`src/rtl/swmsd_pkg.sv`:
```
// Package: sizes, derived widths and control states of the sliding-window mean/std block.
package swmsd_pkg;

   localparam int WINDOW      = 16;
   localparam int SAMPLE_BITS = 16;

   localparam int SAMPLE_W = 16;
   localparam int MEAN_W   = 20;
   localparam int STD_W    = 19;

   localparam int LOG2N     = $clog2(WINDOW);
   localparam int KEEP_W    = (SAMPLE_BITS < SAMPLE_W) ? SAMPLE_BITS : SAMPLE_W;
   localparam int SUM_W     = KEEP_W + LOG2N;
   localparam int SQ_W      = 2 * KEEP_W + LOG2N;
   localparam int PROD_W    = 2 * SUM_W;
   localparam int DEV_W     = SQ_W + LOG2N;
   localparam int RAD_W     = DEV_W + 8;
   localparam int ROOT_W    = RAD_W / 2;
   localparam int MUL_STEPS = (SUM_W + 1) / 2;
   localparam int MUL_B_W   = 2 * MUL_STEPS;
   localparam int MUL_CNT_W = $clog2(MUL_STEPS);
   localparam int ROOT_CNT_W = $clog2(ROOT_W);

   typedef enum logic [2:0] {
      ST_IDLE,
      ST_READ,
      ST_MUL,
      ST_QUPD,
      ST_DEV,
      ST_ROOT,
      ST_DONE
   } state_type;

endpackage

```
`src/rtl/swmsd_req_if.sv`:
```
// Interface: sample channel, valid/ready handshake.
interface swmsd_req_if;
   logic                          valid;
   logic                          ready;
   logic [swmsd_pkg::SAMPLE_W-1:0] sample;

   modport source (output valid, output sample, input ready);
   modport sink   (input valid, input sample, output ready);
endinterface

```
`src/rtl/swmsd_rsp_if.sv`:
```
// Interface: result channel carrying window mean and standard deviation.
interface swmsd_rsp_if;
   logic                        valid;
   logic                        ready;
   logic [swmsd_pkg::MEAN_W-1:0] window_mean;
   logic [swmsd_pkg::STD_W-1:0]  window_std;

   modport source (output valid, output window_mean, output window_std, input ready);
   modport sink   (input valid, input window_mean, input window_std, output ready);
endinterface

```
`src/rtl/swmsd_ram.sv`:
```
// Generic single-write, single-read RAM with registered read data.
module swmsd_ram #(
   parameter int WIDTH = 16,
   parameter int DEPTH = 16
) (
   input  logic                     clock,
   input  logic                     we,
   input  logic [$clog2(DEPTH)-1:0] waddr,
   input  logic [WIDTH-1:0]         wdata,
   input  logic [$clog2(DEPTH)-1:0] raddr,
   output logic [WIDTH-1:0]         rdata
);

   logic [WIDTH-1:0] mem_ff [DEPTH];
   logic [WIDTH-1:0] rdata_ff;

   always_ff @(posedge clock) begin
      if (we) begin
         mem_ff[waddr] <= wdata;
      end
      rdata_ff <= mem_ff[raddr];
   end

   assign rdata = rdata_ff;

endmodule

```
`src/rtl/swmsd_mul.sv`:
```
// Radix-4 serial shift-add multiplier, two multiplier bits per cycle.
module swmsd_mul (
   input  logic                         clock,
   input  logic                         reset,
   input  logic                         start,
   input  logic [swmsd_pkg::SUM_W-1:0]  a,
   input  logic [swmsd_pkg::SUM_W-1:0]  b,
   output logic                         done,
   output logic [swmsd_pkg::PROD_W-1:0] product
);
   import swmsd_pkg::*;

   logic                 busy_ff, busy_in;
   logic                 done_ff, done_in;
   logic [MUL_CNT_W-1:0] cnt_ff, cnt_in;
   logic [SUM_W-1:0]     a_ff, a_in;
   logic [SUM_W+1:0]     a3_ff, a3_in;
   logic [SUM_W-1:0]     hi_ff, hi_in;
   logic [MUL_B_W-1:0]   lo_ff, lo_in;
   logic [SUM_W+1:0]     addend;
   logic [SUM_W+1:0]     partial;

   always_comb begin
      case (lo_ff[1:0])
         2'd0:    addend = '0;
         2'd1:    addend = {2'b00, a_ff};
         2'd2:    addend = {1'b0, a_ff, 1'b0};
         2'd3:    addend = a3_ff;
         default: addend = '0;
      endcase
      partial = {2'b00, hi_ff} + addend;
   end

   always_comb begin
      busy_in = busy_ff;
      done_in = 1'b0;
      cnt_in  = cnt_ff;
      a_in    = a_ff;
      a3_in   = a3_ff;
      hi_in   = hi_ff;
      lo_in   = lo_ff;
      if (start) begin
         busy_in = 1'b1;
         cnt_in  = '0;
         a_in    = a;
         a3_in   = {2'b00, a} + {1'b0, a, 1'b0};
         hi_in   = '0;
         lo_in   = MUL_B_W'(b);
      end else if (busy_ff) begin
         hi_in  = partial[SUM_W+1:2];
         lo_in  = {partial[1:0], lo_ff[MUL_B_W-1:2]};
         cnt_in = cnt_ff + 1'b1;
         if (cnt_ff == MUL_CNT_W'(MUL_STEPS - 1)) begin
            busy_in = 1'b0;
            done_in = 1'b1;
         end
      end
   end

   always_ff @(posedge clock) begin
      if (reset) begin
         busy_ff <= 1'b0;
         done_ff <= 1'b0;
         cnt_ff  <= '0;
      end else begin
         busy_ff <= busy_in;
         done_ff <= done_in;
         cnt_ff  <= cnt_in;
      end
      a_ff  <= a_in;
      a3_ff <= a3_in;
      hi_ff <= hi_in;
      lo_ff <= lo_in;
   end

   assign done    = done_ff;
   assign product = PROD_W'({hi_ff, lo_ff});

endmodule

```
`src/rtl/swmsd_sqrt.sv`:
```
// Bit-serial integer square root, one root bit per cycle.
module swmsd_sqrt (
   input  logic                         clock,
   input  logic                         reset,
   input  logic                         start,
   input  logic [swmsd_pkg::RAD_W-1:0]  radicand,
   output logic                         done,
   output logic [swmsd_pkg::ROOT_W-1:0] root
);
   import swmsd_pkg::*;

   logic                  busy_ff, busy_in;
   logic                  done_ff, done_in;
   logic [ROOT_CNT_W-1:0] cnt_ff, cnt_in;
   logic [RAD_W-1:0]      rad_ff, rad_in;
   logic [ROOT_W:0]       rem_ff, rem_in;
   logic [ROOT_W-1:0]     root_ff, root_in;
   logic [ROOT_W+1:0]     rem_sh;
   logic [ROOT_W+1:0]     trial;
   logic [ROOT_W+1:0]     diff;

   always_comb begin
      rem_sh = {rem_ff[ROOT_W-1:0], rad_ff[RAD_W-1 -: 2]};
      trial  = {root_ff, 2'b01};
      diff   = rem_sh - trial;
   end

   always_comb begin
      busy_in = busy_ff;
      done_in = 1'b0;
      cnt_in  = cnt_ff;
      rad_in  = rad_ff;
      rem_in  = rem_ff;
      root_in = root_ff;
      if (start) begin
         busy_in = 1'b1;
         cnt_in  = '0;
         rad_in  = radicand;
         rem_in  = '0;
         root_in = '0;
      end else if (busy_ff) begin
         rad_in = {rad_ff[RAD_W-3:0], 2'b00};
         cnt_in = cnt_ff + 1'b1;
         if (rem_sh >= trial) begin
            rem_in  = diff[ROOT_W:0];
            root_in = {root_ff[ROOT_W-2:0], 1'b1};
         end else begin
            rem_in  = rem_sh[ROOT_W:0];
            root_in = {root_ff[ROOT_W-2:0], 1'b0};
         end
         if (cnt_ff == ROOT_CNT_W'(ROOT_W - 1)) begin
            busy_in = 1'b0;
            done_in = 1'b1;
         end
      end
   end

   always_ff @(posedge clock) begin
      if (reset) begin
         busy_ff <= 1'b0;
         done_ff <= 1'b0;
         cnt_ff  <= '0;
      end else begin
         busy_ff <= busy_in;
         done_ff <= done_in;
         cnt_ff  <= cnt_in;
      end
      rad_ff  <= rad_in;
      rem_ff  <= rem_in;
      root_ff <= root_in;
   end

   assign done = done_ff;
   assign root = root_ff;

endmodule

```
`src/rtl/sliding_window_mean_stddev.sv`:
```
// Top level: sliding-window mean and population standard deviation.
// Each sample transaction replaces the oldest of WINDOW entries (all zero after reset) and
// yields one result transaction: the window mean and population standard deviation, each
// with 4 fractional bits, truncated. Running sum and sum of squares are kept in registers;
// the square terms come from two radix-4 serial multipliers and the deviation from a
// bit-serial square root. One sample is in flight at a time: a new sample is taken only
// after the previous result is loaded into the output register. The result sits in that
// output register, so the next sample is taken while it waits; a result only stalls if
// the previous one is still not taken when the next finishes.
module sliding_window_mean_stddev (
   input  logic        clock,
   input  logic        reset,
   swmsd_req_if.sink   req_if,
   swmsd_rsp_if.source rsp_if
);
   import swmsd_pkg::*;

   state_type state_ff, state_in;

   logic [LOG2N-1:0]  slot_ff, slot_in;
   logic [WINDOW-1:0] valid_ff, valid_in;
   logic              old_valid_ff, old_valid_in;
   logic [KEEP_W-1:0] new_ff, new_in;
   logic              neg_ff, neg_in;
   logic [SUM_W-1:0]  s_ff, s_in;
   logic [SQ_W-1:0]   q_ff, q_in;
   logic              out_valid_ff, out_valid_in;
   logic [MEAN_W-1:0] mean_ff, mean_in;
   logic [STD_W-1:0]  std_ff, std_in;

   logic              accept;
   logic              req_ready;
   logic              ram_we;
   logic              mul_start;
   logic              sqrt_start;
   logic              out_load;
   logic [KEEP_W-1:0] ram_rdata;
   logic [KEEP_W-1:0] old_val;
   logic [KEEP_W-1:0] mag;
   logic [KEEP_W:0]   pair_sum;
   logic [SUM_W-1:0]  s_next;
   logic              mul1_done;
   logic              mul2_done;
   logic [PROD_W-1:0] mul1_prod;
   logic [PROD_W-1:0] mul2_prod;
   logic [SQ_W-1:0]   p1;
   logic [DEV_W-1:0]  dev;
   logic              sqrt_done;
   logic [ROOT_W-1:0] root;
   logic [SUM_W+3:0]  s_scaled;
   logic [ROOT_W-1:0] std_full;

   assign accept = req_if.valid & req_ready;

   always_comb begin
      state_in = state_ff;
      case (state_ff)
         ST_IDLE: begin
            if (accept) begin
               state_in = ST_READ;
            end
         end
         ST_READ: state_in = ST_MUL;
         ST_MUL: begin
            if (mul1_done && mul2_done) begin
               state_in = ST_QUPD;
            end
         end
         ST_QUPD: state_in = ST_DEV;
         ST_DEV:  state_in = ST_ROOT;
         ST_ROOT: begin
            if (sqrt_done) begin
               state_in = ST_DONE;
            end
         end
         ST_DONE: begin
            if (!out_valid_ff || rsp_if.ready) begin
               state_in = ST_IDLE;
            end
         end
         default: state_in = ST_IDLE;
      endcase
   end

   always_comb begin
      req_ready  = 1'b0;
      ram_we     = 1'b0;
      mul_start  = 1'b0;
      sqrt_start = 1'b0;
      out_load   = 1'b0;
      case (state_ff)
         ST_IDLE: req_ready = 1'b1;
         ST_READ: begin
            ram_we    = 1'b1;
            mul_start = 1'b1;
         end
         ST_MUL:  ;
         ST_QUPD: ;
         ST_DEV:  sqrt_start = 1'b1;
         ST_ROOT: ;
         ST_DONE: out_load = !out_valid_ff || rsp_if.ready;
         default: ;
      endcase
   end

   swmsd_ram #(
      .WIDTH (KEEP_W),
      .DEPTH (WINDOW)
   ) u_store (
      .clock (clock),
      .we    (ram_we),
      .waddr (slot_ff),
      .wdata (new_ff),
      .raddr (slot_ff),
      .rdata (ram_rdata)
   );

   always_comb begin
      old_val  = old_valid_ff ? ram_rdata : '0;
      pair_sum = {1'b0, new_ff} + {1'b0, old_val};
      mag      = (new_ff < old_val) ? (old_val - new_ff) : (new_ff - old_val);
      s_next   = s_ff + SUM_W'(new_ff) - SUM_W'(old_val);
   end

   swmsd_mul u_mul_q (
      .clock   (clock),
      .reset   (reset),
      .start   (mul_start),
      .a       (SUM_W'(mag)),
      .b       (SUM_W'(pair_sum)),
      .done    (mul1_done),
      .product (mul1_prod)
   );

   swmsd_mul u_mul_s (
      .clock   (clock),
      .reset   (reset),
      .start   (mul_start),
      .a       (s_next),
      .b       (s_next),
      .done    (mul2_done),
      .product (mul2_prod)
   );

   assign p1  = mul1_prod[SQ_W-1:0];
   assign dev = {q_ff, {LOG2N{1'b0}}} - mul2_prod;

   swmsd_sqrt u_sqrt (
      .clock    (clock),
      .reset    (reset),
      .start    (sqrt_start),
      .radicand ({dev, 8'h00}),
      .done     (sqrt_done),
      .root     (root)
   );

   always_comb begin
      s_scaled = {s_ff, 4'h0} >> LOG2N;
      std_full = root >> LOG2N;
   end

   always_comb begin
      slot_in      = slot_ff;
      valid_in     = valid_ff;
      old_valid_in = old_valid_ff;
      new_in       = new_ff;
      neg_in       = neg_ff;
      s_in         = s_ff;
      q_in         = q_ff;
      out_valid_in = out_valid_ff;
      mean_in      = mean_ff;
      std_in       = std_ff;
      if (accept) begin
         new_in       = req_if.sample[KEEP_W-1:0];
         old_valid_in = valid_ff[slot_ff];
      end
      if (ram_we) begin
         valid_in[slot_ff] = 1'b1;
         slot_in           = slot_ff + 1'b1;
         s_in              = s_next;
         neg_in            = new_ff < old_val;
      end
      if (state_ff == ST_QUPD) begin
         q_in = neg_ff ? (q_ff - p1) : (q_ff + p1);
      end
      if (rsp_if.ready) begin
         out_valid_in = 1'b0;
      end
      if (out_load) begin
         out_valid_in = 1'b1;
         mean_in      = MEAN_W'(s_scaled);
         std_in       = STD_W'(std_full);
      end
   end

   always_ff @(posedge clock) begin
      if (reset) begin
         state_ff     <= ST_IDLE;
         slot_ff      <= '0;
         valid_ff     <= '0;
         s_ff         <= '0;
         q_ff         <= '0;
         out_valid_ff <= 1'b0;
      end else begin
         state_ff     <= state_in;
         slot_ff      <= slot_in;
         valid_ff     <= valid_in;
         s_ff         <= s_in;
         q_ff         <= q_in;
         out_valid_ff <= out_valid_in;
      end
      old_valid_ff <= old_valid_in;
      new_ff       <= new_in;
      neg_ff       <= neg_in;
      mean_ff      <= mean_in;
      std_ff       <= std_in;
   end

   assign req_if.ready       = req_ready;
   assign rsp_if.valid       = out_valid_ff;
   assign rsp_if.window_mean = mean_ff;
   assign rsp_if.window_std  = std_ff;

endmodule
```
`src/flat_wrapper.sv`:
```
// flat-port wrapper written by rule: the top's interface ports become plain ports
module sliding_window_mean_stddev_flat import swmsd_pkg::*;
  (clock, reset, req_if_valid, req_if_sample, req_if_ready, rsp_if_valid, rsp_if_window_mean, rsp_if_window_std, rsp_if_ready);
  swmsd_req_if req_if_i ();
  swmsd_rsp_if rsp_if_i ();
  input  logic clock;
  input  logic reset;
  input wire logic [$bits(req_if_i.valid)-1:0] req_if_valid;
  input wire logic [$bits(req_if_i.sample)-1:0] req_if_sample;
  output wire logic [$bits(req_if_i.ready)-1:0] req_if_ready;
  output wire logic [$bits(rsp_if_i.valid)-1:0] rsp_if_valid;
  output wire logic [$bits(rsp_if_i.window_mean)-1:0] rsp_if_window_mean;
  output wire logic [$bits(rsp_if_i.window_std)-1:0] rsp_if_window_std;
  input wire logic [$bits(rsp_if_i.ready)-1:0] rsp_if_ready;
  assign req_if_i.valid = req_if_valid;
  assign req_if_i.sample = req_if_sample;
  assign req_if_ready = req_if_i.ready;
  assign rsp_if_valid = rsp_if_i.valid;
  assign rsp_if_window_mean = rsp_if_i.window_mean;
  assign rsp_if_window_std = rsp_if_i.window_std;
  assign rsp_if_i.ready = rsp_if_ready;
  sliding_window_mean_stddev u_core (.clock(clock), .reset(reset), .req_if(req_if_i), .rsp_if(rsp_if_i));
endmodule
```
`config.mk`:
```
export PLATFORM = sky130hd
export DESIGN_NAME = sliding_window_mean_stddev_flat
export DESIGN_NICKNAME = d
export VERILOG_FILES = /design/src/rtl/swmsd_pkg.sv /design/src/rtl/swmsd_req_if.sv /design/src/rtl/swmsd_rsp_if.sv /design/src/rtl/swmsd_ram.sv /design/src/rtl/swmsd_mul.sv /design/src/rtl/swmsd_sqrt.sv /design/src/rtl/sliding_window_mean_stddev.sv /design/src/flat_wrapper.sv
export SDC_FILE = /design/constraint.sdc
export NUM_CORES = 1
export LEC_CHECK = 0
export ABC_AREA = 0
export BUFFER_PORTS_ARGS = -buffer_cell sky130_fd_sc_hd__buf_2
export CORE_ASPECT_RATIO = 0.7
export CORE_MARGIN = 3
export CORE_UTILIZATION = 32
export CTS_BUF_LIST = sky130_fd_sc_hd__clkbuf_2 sky130_fd_sc_hd__clkbuf_4 sky130_fd_sc_hd__clkbuf_8
export DETAILED_ROUTE_END_ITERATION = 12
export HOLD_SLACK_MARGIN = 0.12
export PLACE_DENSITY = 0.57
export SLEW_MARGIN = 15
export SYNTH_ARGS = -nofsm -noshare
export SYNTH_HDL_FRONTEND = slang
export SYNTH_SLANG_ARGS = --single-unit
```
`constraint.sdc`:
```
create_clock -name clock -period 5.4 [get_ports clock]
set_input_delay 0.81 -clock clock [delete_from_list [all_inputs] [get_ports clock]]
set_output_delay 0.81 -clock clock [all_outputs]
set_load 0.01 [all_outputs]
```
==> metrics.md, run 1 <==
| Metric | Value |
|---|---|
| VDD IR max | 0.0004126 V |
| Synth area leader | edfxtp_1 |
| Residual DRC | 0 |
| WP data required | roughly 6 ns |
| Layout Nets | 3939 |
| Min cycle time layout | approximately 5.5 ns |
| #FFs+latches synth | roughly 670 |
| Area contributors post-synth | edfxtp_1 (38%), dfxtp_1 (11%), ha_1 (9.0%) |
| Synth top area share | 0.3770 |
| Initial antenna violation count | 4 |
| Seq/Total Area, Yosys | 0.4869 |
| Clk_skew | 0.04989 ns |
| Clock edge transition at the registers on the reported setup and hold paths | approximately 0.07 ns |
| Initial DRC Count | approximately 2.7k |
| Die footprint | 0.1197 mm² |
| Met1 Usage GRT | 0.2788 |
| Failing checks | negative setup slack |
| Design Power | 0.02238 W |
| Ys async rst share | 0 |
| Critical path type | register to register |
| Worst path bufs/invs | 3 |
| Worst path arrival time | around 6 ns |
| Yosys cell types | 83 |
| RSZ-0062 raised after global routing | true |
| Finish-stage setup viols | 2 |
| Number of synthesized flops with an enable pin | ~460 |
| Syn nets | about 3.7k |
| Fmax | roughly 180 MHz |
| Worst-margin pin slew | about 1.0 ns |
| Layer with the highest usage | met1 |
| Die Y | slightly below 300 µm |
| Vias per inst | 5.164 |
| Setup_tns | -0.09240 ns |
| Die width | 412.2 µm |
| Synthesis-to-layout area growth | 17.01% |
| Vias in the first global route | about 25k |
| Share of cells above drive strength 1 | 0.1726 |
| CP startpoint | u_core.old_valid_ff |
| Final Hold Vio Count | 0 |
| Period utilization | 1.009 |
| Worst setup SP type | register |
| Worst hold path type | primary input to register |
| Fill cells | between 10k and 15k |
| Overall Global Routing Usage | 0.1731 |
| Post-Syn Instances | 3376 |
| Mapped Area | between 0.03 and 0.04 mm² |
| Avg Inst Size Synth | about 11 µm² |
| Non-Filler Cell Area, Final | approximately 0.043 mm² |
| Leakage | 17.06 nW |
| CTS Buf Count | ~110 |
| GR Layer Usage met3 | 0.05090 |
| Detailed placement HPWL | 76840 µm |
| Root Buffer | clkbuf_8 |
| Detail Route Antenna Nets | 0 |
| GRT met2 Usage | 0.2225 |
| MaxCap Viol Count | 0 |
| Cell Rows | 103 |
| Wire per inst | just over 20 µm |
| Outcome | finished, violations left |
| First-pass GRT wire length | 158800 µm |
| PwrDens | around 520 mW/mm² |
| CTS tree | yes |
| Critical path endpoint category | register |
| Port-buffer cells | 60 |
| Rel. slew slack | 0.3075 |
| First drt pass iteration count | 7 |
| Drt total wl | 105700 µm |
| Reg-to-Reg Start | u_core.old_valid_ff |
| Core area | 0.1137 mm² |
| CP delay by family, top | compound AO/OA/AOI/OAI gates |
| Max stage delay cell, worst path | a2111oi_4 |
| Final worst slack | -0.05110 ns |
| Most frequent CP cell | a21o_1 |
| Critical path's largest stage delay | around 0.5 ns |
| Initial Utilization | 0.3252 |
| CTS Sinks | about 670 |
| IO Pins | between 60 and 70 |
| Total number of vias | roughly 27k |
| Final Max Tran Viols | 0 |
| Synth warn | 0 |
| RePlAce Congestion | roughly 0.90 |
| Worst-skew pair later-pin latency | roughly 0.80 ns |
| Clock buffer depth | 3 |
| Main synth FF type | edfxtp_1 |
| Largest net degree at the start of global routing | around 150 |
| Hold Crit Start | req_if_sample[3] |
| Crit-path max FO | 4 |
| H-tree Lvls | 3 |
| Area after DPL | a little over 0.04 mm² |
| Gr ovfl total | 0 |
path summary, 6_finish.rpt:
kind              cells after the start  slack, ns                       end
hold reg to reg                       1       0.46        u_core.valid_ff[3]
setup / recovery                     25      -0.05  u_core.u_mul_q.a3_ff[17]
hold / removal                        1       0.23          u_core.new_ff[3]
setup reg to reg                     25      -0.05  u_core.u_mul_q.a3_ff[17]
area by class of cell:
cell class | instances | area (µm²) | share of cell area
antenna | 2 | 5.005 | 0.0001157
clock buffer | 141 | 1809 | 0.04184
clock inverter | 61 | 608.1 | 0.01406
inverter | 226 | 853.3 | 0.01973
multi-input combinational | 2343 | 17950 | 0.4150
sequential | 667 | 18010 | 0.4164
tap | 1522 | 1904 | 0.04403
timing repair buffer | 288 | 2113 | 0.04887
repair_timing:
item | 4_1_cts | 5_1_grt
pin swaps | 14 | 21
hold endpoints to repair | 9 | 0
hold buffers | 9 | 0
endpoints found under the setup margin | 5 | 12
resized for setup | 15 | 50
setup buffers | 8 | 5
stage by stage:
stage / utilization / instances / setup slack (ns) / hold WS (ns)
2_1_floorplan: - / 3376 / 0.04186 / 0.4082
3_3_place_gp: 0.3544 / 5022 / -0.09179 / 0.4458
3_5_place_dp: 0.3548 / 5024 / -0.2035 / 0.4484
4_1_cts: 0.3779 / 5243 / -0.01384 / 0.1208
5_1_grt: 0.3804 / 5249 / -0.2188 / 0.1652
6_report: 0.3805 / 5250 / -0.05110 / 0.2259
registers in the layout, indices dropped and copies added (netlist names), 17 cells and up:
signal                     count
u_core.u_mul_s.a3_ff          21
u_core.rsp_if.window_std      19
u_core.u_sqrt.root            24
u_core.u_mul_q.a3_ff          17
u_core.u_sqrt.rem_ff          24
u_core.s_ff                   20
u_core.u_mul_s.lo_ff          20
u_core.u_store.mem_ff        256
u_core.q_ff                   36
u_core.u_mul_s.hi_ff          20
u_core.u_mul_q.hi_ff          17
u_core.rsp_if.window_mean     20
u_core.u_mul_s.a_ff           20
u_core.u_mul_q.lo_ff          20
u_core.u_sqrt.rad_ff          40
worst register-to-register path: stages (launching register included):
cell and delay, ns:
edfxtp_1 0.41, nand2_2 0.09, inv_2 0.09, ha_4 0.14, inv_2 0.04, fa_2 0.38, a21o_1 0.16, a21o_1 0.18
a2111oi_4 0.50, or3_4 0.23, a31oi_4 0.08, a21o_1 0.20, a21oi_4 0.28, mux2_4 0.37, buf_6 0.13, fa_2 0.38
a21o_1 0.17, a21oi_2 0.15, o21bai_1 0.09, a21oi_2 0.17, o21bai_2 0.09, a211oi_2 0.29, o21ai_2 0.11, a31o_2 0.23
a21oi_4 0.14, o21bai_1 0.08
power breakdown:
part | switching (W) | leakage (nW) | internal (W)
Clock | 0.00225 | 1.27 | 0.00270
Combinational | 0.00576 | 9.91 | 0.00464
Sequential | 0.000551 | 5.88 | 0.00647
Total | 0.00856 | 17.1 | 0.0138
placed cells by master (no fill, tap or decap), types with 29 or more instances in the layout:
cell / n
xor2_1: 80
edfxtp_1: 464
nor3_1: 60
clkbuf_8: 120
mux4_2: 85
a21o_1: 101
o21ai_0: 168
and3_1: 29
o21bai_1: 36
a21oi_1: 251
a222oi_1: 32
buf_2: 59
nand3_1: 32
ha_1: 261
inv_1: 221
xnor2_1: 145
buf_4: 212
dfxtp_1: 199
nor2_1: 287
nand2_1: 253
mux2i_1: 69
cell usage after synthesis (11+ instances only):
cell type,instances
o211ai_1,12
nand3_1,32
buf_1,22
and3_1,29
xnor2_1,150
o31ai_1,20
mux4_2,85
a31oi_1,23
dfxtp_1,203
ha_1,266
nor3b_1,14
nand4_1,28
or2_2,11
a21o_1,101
edfxtp_1,464
clkbuf_1,114
fa_1,21
o21a_1,23
inv_1,224
a21oi_1,260
o21bai_1,37
nand2b_1,27
mux2i_1,73
a211oi_1,32
nor2_1,294
o21ai_0,175
xor2_1,80
or3_1,17
nor2b_1,26
a222oi_1,32
nor3_1,65
nand2_1,259
cell families (layout without fill, tap and decap cells):
group	after synthesis	count (layout)	share of synthesized area
simple gates	858	858	0.1072
compound gates	807	807	0.1400
flops	667	667	0.4869
buf+inv	366	716	0.03744
fa+ha+maj	287	287	0.1014
xor+xnor	230	230	0.05450
mux	161	161	0.07248
other cells	0	2	0
metal layers:
metal  wire length (µm)  up-vias  share of wire
li1                   -    12927              -
met1              54340    13147           0.51
met2              40060      907           0.38
met3               9839      128          0.093
met4               1503        0          0.014
met5                  0        -              0
No activity file was read; power rests on OpenSTA's default activity.
==> run 2: changes to the inputs <==
--- a/config.mk
+++ b/config.mk
@@ -7,7 +7,6 @@
 export LEC_CHECK = 0
 export ABC_AREA = 0
 export BUFFER_PORTS_ARGS = -buffer_cell sky130_fd_sc_hd__buf_2
-export CORE_ASPECT_RATIO = 0.7
 export CORE_MARGIN = 3
 export CORE_UTILIZATION = 32
 export CTS_BUF_LIST = sky130_fd_sc_hd__clkbuf_2 sky130_fd_sc_hd__clkbuf_4 sky130_fd_sc_hd__clkbuf_8
==> metrics.md, run 2 (synthesized netlist as in run 1, its figures left out) <==
| Metric | Value |
|---|---|
| Outcome | finished clean |
| Initial DRC Count | 2043 (-24%) |
| Rel. slew slack | 0.3289 (+0.02141) |
| Total number of vias | 26.16k (-3.5%) |
| Internal power | 0.01318 W (-4.6%) |
| Initial antenna violation count | 3 (-1) |
| CTS Sinks | 667 (unchanged) |
| H-tree Lvls | 3 (unchanged) |
| Detailed placement HPWL | 69850 µm (-9.1%) |
| First drt pass iteration count | 9 (+2) |
| Layout Nets | 3837 (-2.6%) |
| Max stage delay cell, worst path | edfxtp_1 |
| Reg-to-Reg Start | u_core.old_valid_ff |
| Port-buffer cells | 60 (unchanged) |
| Max reg flops | 256 (unchanged) |
| Fill cells | 11.42k (+3.0%) |
| Die Y | 345.9 µm (+19%) |
| Hold Crit Start | req_if_sample[7] |
| Initial Utilization | 0.3228 (-0.002366) |
| MaxCap Viol Count | 0 (unchanged) |
| Clock share of power | 0.224 (+0.003) |
| Worst path arrival time | 5.65 ns (-0.34 ns) |
| Most frequent CP cell | a21o_1 |
| Largest net degree at the start of global routing | 76 (-49%) |
| Min cycle time layout | 5.139 ns (-0.3119 ns) |
| Flop pwr share | 0.329 (+0.015) |
| Crit-path max FO | 4 (unchanged) |
| Largest registers | u_core.u_store.mem_ff (256), u_core.u_sqrt.rad_ff (40), u_core.q_ff (36) |
| Clk_skew | 0.03322 ns (-0.01667 ns) |
| Residual DRC | 0 (unchanged) |
| Finish-stage setup viols | 0 (-2) |
| Leakage | 16.48 nW (-3.4%) |
| Final worst slack | 0.2608 ns (+0.3119 ns) |
| RR Endpoint | u_core.u_mul_q.a3_ff[15] |
| Post-Place Worst Slack | -0.1599 ns (+0.04357 ns) |
| Post-placement cell count | 4924 (-2.0%) |
| Period utilization | 0.9517 (-0.05775) |
| Cell count of the worst reg-to-reg path | 25 (unchanged) |
| Clock buffer depth | 3 (unchanged) |
| RePlAce Congestion | 0.8864 (-1.9%) |
| Worst setup SP type | register |
| Cts hold-fix bufs | 0 (-9) |
| Most frequent cells in the layout | edfxtp_1 (464), nor2_1 (288), ha_1 (263) |
| Synthesis-to-layout area growth | 14.11% |
| Sw frac | 0.3794 (-0.002955) |
| Final non-filler cell total | 5138 (-2.1%) |
| Detail Route Antenna Nets | 0 (unchanged) |
| Critical path type | register to register |
| Reg2Reg Setup Slack | 0.26 ns (+0.31 ns) |
| VDD IR max | 0.0003365 V (-18%) |
| Root Buffer | clkbuf_8 |
| Setup crit end | u_core.u_mul_q.a3_ff[15] |
| First-pass GRT wire length | 150700 µm (-5.0%) |
| RSZ-0062 raised after global routing | true |
| IO Pins | 61 (unchanged) |
| WP data required | 5.91 ns (-0.03 ns) |
| WHS | 0.2218 ns (-0.004161 ns) |
| Fmax | 194.6 MHz (+6.1%) |
| Wire per inst | 19.18 µm (-4.8%) |
| Worst-margin pin slew | 1.006 ns (-0.02953 ns) |
| Vias per inst | 5.091 (-1.4%) |
| Drt total wl | 98550 µm (-6.8%) |
| CP startpoint | u_core.old_valid_ff |
| Worst hold path type | primary input to register |
| Overall Global Routing Usage | 0.1605 (-0.01258) |
| Gr ovfl total | 0 (unchanged) |
| PwrDens | 503.7 mW/mm² (-2.7%) |
| Critical path's largest stage delay | 0.38 ns (-0.12 ns) |
| Final Max Tran Viols | 0 (unchanged) |
| Critical path endpoint category | register |
| Most common cell after layout, fill and taps aside | edfxtp_1 |
| Die footprint | 0.1196 mm² (about the same) |
| Final Hold Vio Count | 0 (unchanged) |
| Cell Rows | 124 (+20%) |
| Gate power share | 0.447 (-0.018) |
| Die width | 345.9 µm (-16%) |
| Share of cells above drive strength 1 | 0.1476 (-0.02494) |
| Clock edge transition at the registers on the reported setup and hold paths | 0.06 ns (about the same) |
| Core area | 0.1145 mm² (+0.73%) |
| Vias in the first global route | 25.12k (-0.37%) |
| CTS Buf Count | 111 (+4.7%) |
| Largest register by flop count | u_core.u_store.mem_ff |
| CTS tree | yes |
| Worst-skew pair later-pin latency | 0.77 ns (-0.03 ns) |
| Net switching power | 0.008060 W (-5.8%) |
## run 2: changes by cell type in the layout (fill, tap and decap cells not counted), moves of 3 or more
cell,previous run,this run
buf_4,212,118
clkbuf_4,21,38
clkinv_2,22,13
dlygate4sd3_1,9,0
bufinv_16,10,4
o21ai_0,168,172
a21oi_1,251,254
buf_12,3,0
nand2_1,253,256
## run 2: cell type report
cell class                      instances  area (µm²)  share of cell area
Antenna cell                            2       5.005           0.0001187
Clock buffer                          160        1964             0.04658
Clock inverter                         47       399.1            0.009464
Inverter                              226       853.3             0.02023
Multi-Input combinational cell       2343       17840              0.4229
Sequential cell                       667       18000              0.4269
Tap cell                             1512        1892             0.04486
Timing Repair Buffer                  181        1220             0.02892
## run 2: worst min-delay path by stage
stage	end	slack [ns]	depth (start not counted)
2_1_floorplan	u_core.rsp_if.window_mean[15]	0.41	0
6_report	u_core.new_ff[7]	0.22	1
3_3_place_gp	u_core.valid_ff[5]	0.44	2
3_5_place_dp	u_core.valid_ff[3]	0.45	1
4_1_cts	u_core.new_ff[1]	0.13	1
5_1_grt	u_core.new_ff[1]	0.16	1
## run 2: per-stage QoR
step           utilization  total power (W)  instance area (µm²)  setup TNS [ns]
2_1_floorplan            -          0.01370                36990               0
3_3_place_gp        0.3457          0.01621                39580        -0.02173
3_5_place_dp        0.3457          0.01630                39580         -0.3014
4_1_cts             0.3666          0.02120                41980               0
5_1_grt             0.3683          0.02276                42170         -0.2184
6_report            0.3683          0.02124                42180               0
## run 2: critical path, delay by kind of cell, from the launching register on
family / cells / cell delay, ns
muxes: 1 / 0.35
DFF: 1 / 0.38
and+or+nand+nor: 2 / 0.29
buffers and inverters: 3 / 0.24
xor gates and xnor gates: 1 / 0.08
adders and majority gates: 3 / 0.85
AOI/OAI and AO/OA: 15 / 2.69
## run 2: power by group through the flow
stage | sequential, W | combinational (W) | clock, W
6_report | 0.00699 | 0.00949 | 0.00477
5_1_grt | 0.00706 | 0.0106 | 0.00515
4_1_cts | 0.00699 | 0.00929 | 0.00492
3_5_place_dp | 0.00710 | 0.00920 | 0
3_3_place_gp | 0.00708 | 0.00913 | 0
2_1_floorplan | 0.00687 | 0.00683 | 0
## run 2: per-layer routing
metal	GRT usage	wire length (µm)
met3	0.02757	5306
met4	0.04494	2458
met5	0	25
met1	0.2269	46380
met2	0.2528	44380
## run 2: what timing repair did
| item | in CTS | in global routing |
|---|---|---|
| resized for setup | 6 | 34 |
| setup buffers | 0 | 5 |
| pin swaps | 1 | 23 |
| endpoints found under the setup margin | 4 | 12 |
